$ cat config.mk
export PLATFORM = sky130hd
export DESIGN_NAME = capacity_bounded_min_size_evictor
export DESIGN_NICKNAME = d
export VERILOG_FILES = /design/src/rtl/cbme_pkg.sv /design/src/rtl/cbme_ctrl.sv /design/src/rtl/cbme_datapath.sv /design/src/rtl/capacity_bounded_min_size_evictor.sv
export SDC_FILE = /design/constraint.sdc
export NUM_CORES = 2
export LEC_CHECK = 0
export ABC_CLOCK_PERIOD_IN_PS = 7300
export BUFFER_PORTS_ARGS = -buffer_cell sky130_fd_sc_hd__buf_2
export CAP_MARGIN = 20
export CORE_ASPECT_RATIO = 0.75
export CORE_UTILIZATION = 40
export DETAILED_ROUTE_END_ITERATION = 8
export SLEW_MARGIN = 30
export SYNTH_ARGS = -nofsm -noshare
export SYNTH_HDL_FRONTEND = slang
export SYNTH_HIERARCHICAL = 1
export SYNTH_SLANG_ARGS = --single-unit
$ cat constraint.sdc
create_clock -name clock -period 7.3 [get_ports clock]
set_input_delay 1.095 -clock clock [delete_from_list [all_inputs] [get_ports clock]]
set_output_delay 1.095 -clock clock [all_outputs]
set_load 0.005 [all_outputs]
$ cat src/rtl/cbme_pkg.sv
`default_nettype none
package cbme_pkg;

   localparam int TABLE_ENTRIES = 16;
   localparam int RESULT_LIMIT  = 16;

   localparam int STAMP_W = 32;
   localparam int SIZE_W  = 16;
   localparam int LIMIT_W = 20;
   localparam int COUNT_W = 5;
   localparam int KIND_W  = 2;

   localparam int IDX_W   = $clog2(TABLE_ENTRIES);
   localparam int CNT_W   = $clog2(TABLE_ENTRIES + 1);
   localparam int TOTAL_W = (SIZE_W + CNT_W > LIMIT_W) ? SIZE_W + CNT_W : LIMIT_W;
   localparam int NUM_W   = $clog2(RESULT_LIMIT + 1);

   localparam int REQ_DATA_W = STAMP_W + SIZE_W;
   localparam int RSP_BITS   = STAMP_W + SIZE_W + LIMIT_W + COUNT_W;
   localparam int RSP_DATA_W = ((RSP_BITS + 7) / 8) * 8;

   localparam int ADDR_W = 3;
   localparam logic [LIMIT_W-1:0] LIMIT_RESET = 20'd512;
   localparam logic [LIMIT_W-1:0] TOTAL_MAX   = 20'hFFFFF;

   typedef enum logic [0:0] {
      OP_INSERT   = 1'b0,
      OP_OPTIMIZE = 1'b1
   } opcode_type;

   typedef enum logic [ADDR_W-3:0] {
      REG_CAPACITY_LIMIT = 1'b0
   } reg_index_type;

   typedef enum logic [KIND_W-1:0] {
      KIND_INSERTED = 2'd0,
      KIND_REJECTED = 2'd1,
      KIND_EVICTED  = 2'd2,
      KIND_NONE     = 2'd3
   } kind_type;

   typedef struct packed {
      logic     load_req;
      logic     idx_init;
      logic     idx_one;
      logic     idx_step;
      logic     ins_write;
      logic     min_init;
      logic     min_step;
      logic     remove;
      logic     out_load;
      kind_type out_kind;
      logic     out_last;
   } cbme_cmd_type;

   typedef struct packed {
      logic full;
      logic at_zero;
      logic ins_more;
      logic min_more;
      logic evict_more;
      logic out_free;
   } cbme_stat_type;

   function automatic logic [LIMIT_W-1:0] sat_total(input logic [TOTAL_W-1:0] t);
      logic [TOTAL_W+LIMIT_W-1:0] w;
      w = (TOTAL_W + LIMIT_W)'(t);
      if (w > (TOTAL_W + LIMIT_W)'(TOTAL_MAX)) begin
         return TOTAL_MAX;
      end
      return w[LIMIT_W-1:0];
   endfunction

   function automatic logic [COUNT_W-1:0] count_out(input logic [CNT_W-1:0] c);
      logic [CNT_W+COUNT_W-1:0] w;
      w = (CNT_W + COUNT_W)'(c);
      return w[COUNT_W-1:0];
   endfunction

endpackage
`default_nettype wire

$ cat src/rtl/cbme_ctrl.sv
`default_nettype none
module cbme_ctrl
   import cbme_pkg::*;
(
   input  wire logic          clock,
   input  wire logic          reset,
   input  wire logic          req_tvalid,
   input  wire logic          req_opcode,
   output logic               req_tready,
   input  wire cbme_stat_type stat,
   output cbme_cmd_type       cmd
);

   typedef enum logic [10:0] {
      S_IDLE      = 11'b000_0000_0001,
      S_INS_CHK   = 11'b000_0000_0010,
      S_INS_SCAN  = 11'b000_0000_0100,
      S_INS_WRITE = 11'b000_0000_1000,
      S_INS_DONE  = 11'b000_0001_0000,
      S_INS_FULL  = 11'b000_0010_0000,
      S_OPT_EVAL  = 11'b000_0100_0000,
      S_NONE_OUT  = 11'b000_1000_0000,
      S_MIN_SCAN  = 11'b001_0000_0000,
      S_REMOVE    = 11'b010_0000_0000,
      S_EVICT_OUT = 11'b100_0000_0000
   } state_type;

   state_type state_ff, state_in;

   assign req_tready = (state_ff == S_IDLE);

   always_comb begin
      state_in = state_ff;
      cmd      = '0;
      cmd.out_kind = KIND_INSERTED;
      case (state_ff)
         S_IDLE: begin
            if (req_tvalid) begin
               cmd.load_req = 1'b1;
               state_in = (req_opcode == OP_OPTIMIZE) ? S_OPT_EVAL : S_INS_CHK;
            end
         end
         S_INS_CHK: begin
            if (stat.full) begin
               state_in = S_INS_FULL;
            end else if (stat.at_zero) begin
               cmd.idx_init = 1'b1;
               state_in = S_INS_WRITE;
            end else begin
               cmd.idx_init = 1'b1;
               cmd.idx_one  = 1'b1;
               state_in = S_INS_SCAN;
            end
         end
         S_INS_SCAN: begin
            if (stat.ins_more) begin
               cmd.idx_step = 1'b1;
            end else begin
               state_in = S_INS_WRITE;
            end
         end
         S_INS_WRITE: begin
            cmd.ins_write = 1'b1;
            state_in = S_INS_DONE;
         end
         S_INS_DONE: begin
            if (stat.out_free) begin
               cmd.out_load = 1'b1;
               cmd.out_kind = KIND_INSERTED;
               cmd.out_last = 1'b1;
               state_in = S_IDLE;
            end
         end
         S_INS_FULL: begin
            if (stat.out_free) begin
               cmd.out_load = 1'b1;
               cmd.out_kind = KIND_REJECTED;
               cmd.out_last = 1'b1;
               state_in = S_IDLE;
            end
         end
         S_OPT_EVAL: begin
            if (stat.evict_more) begin
               cmd.min_init = 1'b1;
               state_in = S_MIN_SCAN;
            end else begin
               state_in = S_NONE_OUT;
            end
         end
         S_NONE_OUT: begin
            if (stat.out_free) begin
               cmd.out_load = 1'b1;
               cmd.out_kind = KIND_NONE;
               cmd.out_last = 1'b1;
               state_in = S_IDLE;
            end
         end
         S_MIN_SCAN: begin
            if (stat.min_more) begin
               cmd.min_step = 1'b1;
            end else begin
               state_in = S_REMOVE;
            end
         end
         S_REMOVE: begin
            cmd.remove = 1'b1;
            state_in = S_EVICT_OUT;
         end
         S_EVICT_OUT: begin
            if (stat.out_free) begin
               cmd.out_load = 1'b1;
               cmd.out_kind = KIND_EVICTED;
               cmd.out_last = !stat.evict_more;
               if (stat.evict_more) begin
                  cmd.min_init = 1'b1;
                  state_in = S_MIN_SCAN;
               end else begin
                  state_in = S_IDLE;
               end
            end
         end
         default: begin
            state_in = S_IDLE;
         end
      endcase
   end

   always_ff @(posedge clock) begin
      if (reset) begin
         state_ff <= S_IDLE;
      end else begin
         state_ff <= state_in;
      end
   end

endmodule
`default_nettype wire

$ cat src/rtl/cbme_datapath.sv
`default_nettype none
module cbme_datapath
   import cbme_pkg::*;
(
   input  wire logic                clock,
   input  wire logic                reset,
   input  wire cbme_cmd_type        cmd,
   output cbme_stat_type            stat,
   input  wire logic [STAMP_W-1:0]  req_stamp,
   input  wire logic [SIZE_W-1:0]   req_size,
   input  wire logic [LIMIT_W-1:0]  limit,
   output logic                     rsp_valid,
   input  wire logic                rsp_ready,
   output kind_type                 rsp_kind,
   output logic [STAMP_W-1:0]       rsp_stamp,
   output logic [SIZE_W-1:0]        rsp_size,
   output logic [LIMIT_W-1:0]       rsp_total,
   output logic [COUNT_W-1:0]       rsp_count,
   output logic                     rsp_last
);

   logic [STAMP_W-1:0] stamp_ff [TABLE_ENTRIES];
   logic [STAMP_W-1:0] stamp_in [TABLE_ENTRIES];
   logic [SIZE_W-1:0]  size_ff  [TABLE_ENTRIES];
   logic [SIZE_W-1:0]  size_in  [TABLE_ENTRIES];

   logic [CNT_W-1:0]   fill_ff, fill_in;
   logic [TOTAL_W-1:0] total_ff, total_in;
   logic [CNT_W-1:0]   idx_ff, idx_in;
   logic [NUM_W-1:0]   num_ff, num_in;
   logic [STAMP_W-1:0] new_stamp_ff, new_stamp_in;
   logic [SIZE_W-1:0]  new_size_ff, new_size_in;
   logic [IDX_W-1:0]   best_idx_ff, best_idx_in;
   logic [STAMP_W-1:0] best_stamp_ff, best_stamp_in;
   logic [SIZE_W-1:0]  best_size_ff, best_size_in;

   logic               out_valid_ff, out_valid_in;
   kind_type           out_kind_ff, out_kind_in;
   logic [STAMP_W-1:0] out_stamp_ff, out_stamp_in;
   logic [SIZE_W-1:0]  out_size_ff, out_size_in;
   logic [LIMIT_W-1:0] out_total_ff, out_total_in;
   logic [COUNT_W-1:0] out_count_ff, out_count_in;
   logic               out_last_ff, out_last_in;

   logic [STAMP_W-1:0] stamp_rd;
   logic [SIZE_W-1:0]  size_rd;
   logic               in_range;

   assign stamp_rd = stamp_ff[idx_ff[IDX_W-1:0]];
   assign size_rd  = size_ff[idx_ff[IDX_W-1:0]];
   assign in_range = (idx_ff < fill_ff);

   always_comb begin
      stat.full       = (fill_ff == CNT_W'(TABLE_ENTRIES));
      stat.at_zero    = (fill_ff == '0) || (new_stamp_ff < stamp_ff[0]);
      stat.ins_more   = in_range && (stamp_rd < new_stamp_ff);
      stat.min_more   = in_range;
      stat.evict_more = (num_ff < NUM_W'(RESULT_LIMIT)) && (fill_ff != '0)
                        && (total_ff > TOTAL_W'(limit));
      stat.out_free   = !out_valid_ff || rsp_ready;
   end

   always_comb begin
      stamp_in      = stamp_ff;
      size_in       = size_ff;
      fill_in       = fill_ff;
      total_in      = total_ff;
      idx_in        = idx_ff;
      num_in        = num_ff;
      new_stamp_in  = new_stamp_ff;
      new_size_in   = new_size_ff;
      best_idx_in   = best_idx_ff;
      best_stamp_in = best_stamp_ff;
      best_size_in  = best_size_ff;

      if (cmd.load_req) begin
         new_stamp_in = req_stamp;
         new_size_in  = req_size;
         num_in       = '0;
      end
      if (cmd.idx_init) begin
         idx_in = cmd.idx_one ? CNT_W'(1) : '0;
      end
      if (cmd.idx_step) begin
         idx_in = idx_ff + CNT_W'(1);
      end
      if (cmd.ins_write) begin
         for (int j = 0; j < TABLE_ENTRIES; j++) begin
            if (CNT_W'(j) == idx_ff) begin
               stamp_in[j] = new_stamp_ff;
               size_in[j]  = new_size_ff;
            end else if (j > 0 && CNT_W'(j) > idx_ff && CNT_W'(j) <= fill_ff) begin
               stamp_in[j] = stamp_ff[(j > 0) ? j - 1 : 0];
               size_in[j]  = size_ff[(j > 0) ? j - 1 : 0];
            end
         end
         fill_in  = fill_ff + CNT_W'(1);
         total_in = total_ff + TOTAL_W'(new_size_ff);
      end
      if (cmd.min_init) begin
         idx_in        = CNT_W'(1);
         best_idx_in   = '0;
         best_stamp_in = stamp_ff[0];
         best_size_in  = size_ff[0];
      end
      if (cmd.min_step) begin
         if (size_rd < best_size_ff) begin
            best_idx_in   = idx_ff[IDX_W-1:0];
            best_stamp_in = stamp_rd;
            best_size_in  = size_rd;
         end
         idx_in = idx_ff + CNT_W'(1);
      end
      if (cmd.remove) begin
         for (int j = 0; j < TABLE_ENTRIES - 1; j++) begin
            if (CNT_W'(j) >= CNT_W'(best_idx_ff) && CNT_W'(j + 1) < fill_ff) begin
               stamp_in[j] = stamp_ff[j + 1];
               size_in[j]  = size_ff[j + 1];
            end
         end
         fill_in  = fill_ff - CNT_W'(1);
         total_in = total_ff - TOTAL_W'(best_size_ff);
         num_in   = num_ff + NUM_W'(1);
      end
   end

   always_comb begin
      out_valid_in = out_valid_ff;
      out_kind_in  = out_kind_ff;
      out_stamp_in = out_stamp_ff;
      out_size_in  = out_size_ff;
      out_total_in = out_total_ff;
      out_count_in = out_count_ff;
      out_last_in  = out_last_ff;
      if (rsp_ready) begin
         out_valid_in = 1'b0;
      end
      if (cmd.out_load) begin
         out_valid_in = 1'b1;
         out_kind_in  = cmd.out_kind;
         out_last_in  = cmd.out_last;
         out_total_in = sat_total(total_ff);
         out_count_in = count_out(fill_ff);
         if (cmd.out_kind == KIND_EVICTED) begin
            out_stamp_in = best_stamp_ff;
            out_size_in  = best_size_ff;
         end else begin
            out_stamp_in = '0;
            out_size_in  = '0;
         end
      end
   end

   always_ff @(posedge clock) begin
      if (reset) begin
         fill_ff      <= '0;
         total_ff     <= '0;
         out_valid_ff <= 1'b0;
      end else begin
         fill_ff      <= fill_in;
         total_ff     <= total_in;
         out_valid_ff <= out_valid_in;
      end
   end

   always_ff @(posedge clock) begin
      stamp_ff      <= stamp_in;
      size_ff       <= size_in;
      idx_ff        <= idx_in;
      num_ff        <= num_in;
      new_stamp_ff  <= new_stamp_in;
      new_size_ff   <= new_size_in;
      best_idx_ff   <= best_idx_in;
      best_stamp_ff <= best_stamp_in;
      best_size_ff  <= best_size_in;
      out_kind_ff   <= out_kind_in;
      out_stamp_ff  <= out_stamp_in;
      out_size_ff   <= out_size_in;
      out_total_ff  <= out_total_in;
      out_count_ff  <= out_count_in;
      out_last_ff   <= out_last_in;
   end

   assign rsp_valid = out_valid_ff;
   assign rsp_kind  = out_kind_ff;
   assign rsp_stamp = out_stamp_ff;
   assign rsp_size  = out_size_ff;
   assign rsp_total = out_total_ff;
   assign rsp_count = out_count_ff;
   assign rsp_last  = out_last_ff;

endmodule
`default_nettype wire

$ cat src/rtl/capacity_bounded_min_size_evictor.sv
`default_nettype none
// Channel  Direction  Handshake           Payload
// req      in         tvalid/tready       tuser: opcode; tdata: entry_timestamp, entry_size
// rsp      out        tvalid/tready       tuser: kind; tdata: evicted_timestamp, evicted_size,
//                                         total_size, entry_count; tlast: last
// csr      in         APB, pready high    capacity_limit at byte address 0
//
// Steps per item: insert checks for a full table, scans for the slot of the new entry
// (skipped when it goes to slot 0), writes it and emits the result; a full table is
// rejected after the check. Optimize emits kind none when nothing is evicted, else per
// eviction it scans the stored entries for the smallest size, removes it and emits it.
// One item is worked at a time; the next is taken while the last result waits in the
// output register, and a result not taken stalls the block. Reset empties the table at once.
module capacity_bounded_min_size_evictor
   import cbme_pkg::*;
(
   input  wire logic                  clock,
   input  wire logic                  reset,
   input  wire logic                  req_tvalid,
   output logic                       req_tready,
   input  wire logic [REQ_DATA_W-1:0] req_tdata,   // entry_timestamp, entry_size
   input  wire logic [0:0]            req_tuser,   // opcode
   output logic                       rsp_tvalid,
   input  wire logic                  rsp_tready,
   output logic [RSP_DATA_W-1:0]      rsp_tdata,   // evicted_timestamp, evicted_size,
                                                   // total_size, entry_count, zero pad
   output logic [KIND_W-1:0]          rsp_tuser,   // kind
   output logic                       rsp_tlast,
   input  wire logic                  csr_psel,
   input  wire logic                  csr_penable,
   input  wire logic                  csr_pwrite,
   input  wire logic [ADDR_W-1:0]     csr_paddr,
   input  wire logic [31:0]           csr_pwdata,
   output logic [31:0]                csr_prdata,
   output logic                       csr_pready
);

   cbme_cmd_type       cmd;
   cbme_stat_type      stat;
   logic [LIMIT_W-1:0] limit_ff, limit_in;
   logic               reg_hit;
   kind_type           rsp_kind;
   logic [STAMP_W-1:0] rsp_stamp;
   logic [SIZE_W-1:0]  rsp_size;
   logic [LIMIT_W-1:0] rsp_total;
   logic [COUNT_W-1:0] rsp_count;

   assign csr_pready = 1'b1;
   assign reg_hit    = (csr_paddr[ADDR_W-1:2] == REG_CAPACITY_LIMIT);

   always_comb begin
      limit_in = limit_ff;
      if (csr_psel && csr_penable && csr_pwrite && reg_hit) begin
         limit_in = csr_pwdata[LIMIT_W-1:0];
      end
   end

   always_ff @(posedge clock) begin
      if (reset) begin
         limit_ff <= LIMIT_RESET;
      end else begin
         limit_ff <= limit_in;
      end
   end

   assign csr_prdata = reg_hit ? 32'(limit_ff) : '0;

   cbme_ctrl u_ctrl (
      .clock      (clock),
      .reset      (reset),
      .req_tvalid (req_tvalid),
      .req_opcode (req_tuser[0]),
      .req_tready (req_tready),
      .stat       (stat),
      .cmd        (cmd)
   );

   cbme_datapath u_datapath (
      .clock     (clock),
      .reset     (reset),
      .cmd       (cmd),
      .stat      (stat),
      .req_stamp (req_tdata[STAMP_W-1:0]),
      .req_size  (req_tdata[STAMP_W+SIZE_W-1:STAMP_W]),
      .limit     (limit_ff),
      .rsp_valid (rsp_tvalid),
      .rsp_ready (rsp_tready),
      .rsp_kind  (rsp_kind),
      .rsp_stamp (rsp_stamp),
      .rsp_size  (rsp_size),
      .rsp_total (rsp_total),
      .rsp_count (rsp_count),
      .rsp_last  (rsp_tlast)
   );

   assign rsp_tuser = rsp_kind;
   assign rsp_tdata = RSP_DATA_W'({rsp_count, rsp_total, rsp_size, rsp_stamp});

endmodule
`default_nettype wire

==> Word-level counts from Yosys, hierarchy flattened <==
Cells that the tools add are included.
{ "totals": {"reg_bits": 1012, "output_inout_bits": 118, "word_cells": 369} }
{ "classes": {"addsub": 6, "order_cmp": 68, "eq_ne": 33, "mux": 159, "bitwise_logic": 2, "reduce_logical": 51} }
{ "op_table": {"columns": ["operator", "n"], "rows": [
  ["32-bit 2-to-1 mux", 51],
  ["16-bit 2-to-1 mux", 51],
  ["512-bit 2-to-1 mux", 1],
  ["480-bit 2-to-1 mux", 1],
  ["256-bit 2-to-1 mux", 1],
  ["240-bit 2-to-1 mux", 1],
  ["32-bit binary-select mux with 4-bit select", 1],
  ["11-bit case mux with 9 select lines", 1],
  ["11-bit 2-to-1 mux", 6],
  ["16-bit binary-select mux with 4-bit select", 1],
  ["32-bit < comparator", 2],
  ["20-bit 2-to-1 mux", 3],
  ["21-bit 2-to-1 mux", 2],
  ["4-bit by 5-bit equality test with 1-bit output (first input constant)", 8],
  ["4-bit by 5-bit greater-than comparator with 1-bit output (first input constant)", 8],
  ["4-bit by 5-bit <= comparator with 1-bit output (first input constant)", 8],
  ["4-bit by 5-bit < comparator with 1-bit output (first input constant)", 8],
  ["5-bit 2-to-1 mux", 8],
  ["1-bit logical AND", 36],
  ["4-bit 2-to-1 mux", 8],
  ["4-bit >= comparator (first input constant)", 7],
  ["21-bit by 16-bit adder with 21-bit output", 1],
  ["21-bit by 20-bit greater-than comparator with 1-bit output", 1],
  ["21-bit by 20-bit greater-than comparator with 1-bit output (second input constant)", 1],
  ["other kinds (54)", 103]
]} }

==> Longest topological paths before layout <==
{ "depth": {"word_depth": 11, "mapped_depth": 20, "depth_no_buf": 16} }

==> Modules after synthesis <==
The synthesis kept the hierarchy.
{ "modules_own_cells": {"columns": ["module", "instances", "cells_per_inst", "area_per_inst_um2"], "rows": [
  ["cbme_datapath", 1, 6168, 53870.4],
  ["capacity_bounded_min_size_evictor", 1, 132, 1212.4],
  ["cbme_ctrl", 1, 108, 929.6]
]} }

==> Least setup slack after synthesis <==
OpenSTA, ideal clock, no wires.
{ "synth_path": {"path_kind": "in2reg", "startpoint": "input port rsp_tready", "endpoint": "register u_datapath.out_count_ff[0] (netlist: u_datapath/rsp_count[0]), enable pin", "setup_ps": 512, "t_arrival_ps": 4682, "slack_ps": 2105, "path_stages": 3, "path_buffers": 0, "cell_sequence": "nand2b_1 -> nand3_1 -> nor2_1"} }
{ "synth_lines": {"columns": ["element", "line", "rtl"], "rows": [
  ["start, declared", "capacity_bounded_min_size_evictor.sv:24", "input wire logic rsp_tready,"],
  ["end signal, assigned", "cbme_datapath.sv:180", "out_count_ff <= out_count_in;"],
  ["end, declared", "cbme_datapath.sv:42", "logic [COUNT_W-1:0] out_count_ff, out_count_in;"]
]} }

==> results.toml <==
[run_status]
status = "finished clean"

[final_layout]
final_net_count = 6421
final_cell_mix = "1281 x nand2_1, 1169 x o21ai_0, 830 x dfxtp_1"
postLayoutCellArea_um2 = 62040
final_common_cell = "nand2_1"
finalCoreUtilization = 0.4480
final_cells = 8152
drive_above_1_share = 0.1669
area_growth_pct = 10.76

[pwr]
p_per_area_nw_per_um2 = 201.0
p_leak_nw = 21.40
power_mw = 12.47
seqPwrFrac = 0.477
switching_power_mw = 3.078
vdd_drop_max_uv = 161.7
internal_power_mw = 9.394
pwr-share-comb = 0.054
swShare = 0.2468
clkPwrFrac = 0.469

[hold_path]
hold_path_class = "flip-flop to flip-flop"

[critical_path]
crit_top_cell = "a21oi_1"
crit_slowest_cell = "a2111oi_0"
worstSetupPathType = "flip-flop to flip-flop"
start_kind = "flip-flop"
worstPathCellList = "buf_12 -> mux4_2 -> mux4_2 -> ha_1 -> a21o_1 -> a21oi_1 -> o211ai_1 -> a2111oi_0 -> o22ai_1 -> a21oi_1 -> nand4_1 -> inv_1 -> a21oi_1 -> inv_1 -> a21oi_1"
crit_buf_inv = 3
crit_arrival_ps = 6420
crit_family = "compound AO/OA/AOI/OAI gates"
slowest_delay_ps = 770
required_ps = 7750
crit_fanout = 58
worst_setup_path_end_kind = "flip-flop"

[yosys]
yosysWarnings = 6
synthArstFlopShare = 0
yosys.area.top_type = "dfxtp_1"
yosys_register_bits = 1012
ys.flop_type = "dfxtp_1"
ys_seq_area_frac = 0.3942
synth-edff-count = 182
yosys.area.top_type_share = 0.2966
syn_area_per_cell_um2 = 8.741
syn_inst = 6408
yosys-top-cells-area = "dfxtp_1 30%, o21ai_0 10%, edfxtp_1 9.8%"
netlist_area_um2 = 56010
ys_types = 89

[placed_design]
place_inst = 7945
place_area_um2 = 58240
dp_slack_ps = 1614
io_buffer_count = 174
gp_routability_congestion = 0.9050
place_hpwl_mm = 127.3

[floorplanning]
die_w_um = 434.1
std_cell_rows = 118
start_util = 0.4045
dieHeight_um = 326.1
io_pins = 209
core-area_um2 = 138500
die_area_um2 = 141500

[timing]
setup_viol = 0
worstMarginPinSlew_ps = 1157
worst_slack_ps = 1335
fmax_mhz = 167.6
setup_tns_ps = 0
period_needed_ps = 5965
skew_ps = 34.65
fin_crit_sh = 0.8171
maxSlewHeadroom = 0.2284
rsz0062_at_grt = "no"
final-max-slew-violation-count = 0
hold_viol_final = 0
hold_slack_ps = 467.3

[drt]
drt_iter0_drc = 8139
first_pass_iters = 8
ant_nets = 0
wl_per_cell_um = 27.28
postRouteWirelength_mm = 222.4
vias = 52106
avgViaCountPerCell = 6.392
drc_errors = 0

[grt]
antenna_found_initial = 7
grt_max_degree = 154
grt_usage = 0.3034
grt_pass1_vias = 47150
grt_overflow_total = 0
grt_pass1_wl_mm = 322.4

[cts]
worstSkewPairLatency_ps = 760
clk_path_buf_depth = 3
cts_tree = "done"
cts_buffers = 107
cts.clk_slew.worst_paths_ps = 60
cts-root-buf = "clkbuf_16"
hold_buffers = 0
cts.sinks = 1012
ctsResizeCount = 0
cts.htree.levels = 3
post-cts-setup-buffers = 0

[flow_run]
maxCapViolCount = 0
sequential cells by signal, summed over array words and instances (netlist names), 11 cells and up:
name	count
u_datapath/best_size_ff	16
u_datapath/rsp_total	20
u_datapath/rsp_stamp	32
u_datapath/new_stamp_ff	32
u_datapath/best_stamp_ff	32
u_datapath/stamp_ff	512
u_datapath/total_ff	21
limit_ff	20
u_datapath/rsp_size	16
u_datapath/new_size_ff	16
u_ctrl/state_ff	11
u_datapath/size_ff	256
worst min-delay path, cell delays in order, from the launching register on:
cell and delay, ps:
edfxtp_1 350, nand2_1 50, o21ai_0 60
synth_stat cells (92+ instances only):
master	count
o221a_2	96
o22ai_1	519
ha_1	131
a21oi_1	120
nor2_1	127
nand2_1	1292
mux2i_1	92
inv_1	126
edfxtp_1	182
dfxtp_1	830
o21ai_0	1169
mux4_2	234
clkbuf_1	494
path summary, 6_finish.rpt:
| path | from | end | slack, ps | depth (start not counted) |
|---|---|---|---|---|
| setup / recovery | u_datapath/idx_ff[1]$_DFFE_PP_ | u_datapath/idx_ff[0]$_DFFE_PP_ | 1340 | 15 |
| setup reg to reg | u_datapath/idx_ff[1]$_DFFE_PP_ | u_datapath/idx_ff[0]$_DFFE_PP_ | 1340 | 15 |
| hold reg to reg | u_datapath/stamp_ff[7]$_DFFE_PP_ | u_datapath/stamp_ff[39]$_DFF_P_ | 470 | 2 |
| hold / removal | u_datapath/stamp_ff[7]$_DFFE_PP_ | u_datapath/stamp_ff[39]$_DFF_P_ | 470 | 2 |
per-layer routing:
layer / GRT usage / up-vias / part of all wire
met1: 0.4272 / 24916 / 0.41
met3: 0.08753 / 615 / 0.13
met2: 0.4285 / 3530 / 0.41
met4: 0.1310 / 4 / 0.048
li1: - / 23041 / -
met5: 0 / - / 0.00012
power groups by stage:
stage	Sequential, mW	Clock [mW]	Combinational (mW)
6_report	5.94	5.85	0.680
5_1_grt	5.95	6.14	0.730
4_1_cts	5.93	5.91	0.665
3_5_place_dp	6.05	0	0.662
3_3_place_gp	6.06	0	0.650
2_1_floorplan	5.94	0	0.506
logic make-up after synthesis:
| group | synth area share |
|---|---|
| AO/OA/AOI/OAI | 0.2412 |
| XOR/XNOR | 0.005942 |
| adder cells (fa/ha/maj) | 0.02962 |
| buffers and inverters | 0.05618 |
| flip-flops | 0.3942 |
| multiplexers | 0.1387 |
| other | 0.0001341 |
| AND/OR/NAND/NOR | 0.1339 |
area by class of cell:
type | instances | area (um2)
inverter | 130 | 495.5
multi-input combinational | 4639 | 31330
timing repair buffer | 308 | 2106
clock inverter | 43 | 530.5
antenna | 2 | 5.005
tap | 1860 | 2327
clock buffer | 158 | 3164
fill | 13410 | 76450
sequential | 1012 | 22080
Power figures use the tool's default switching activity.
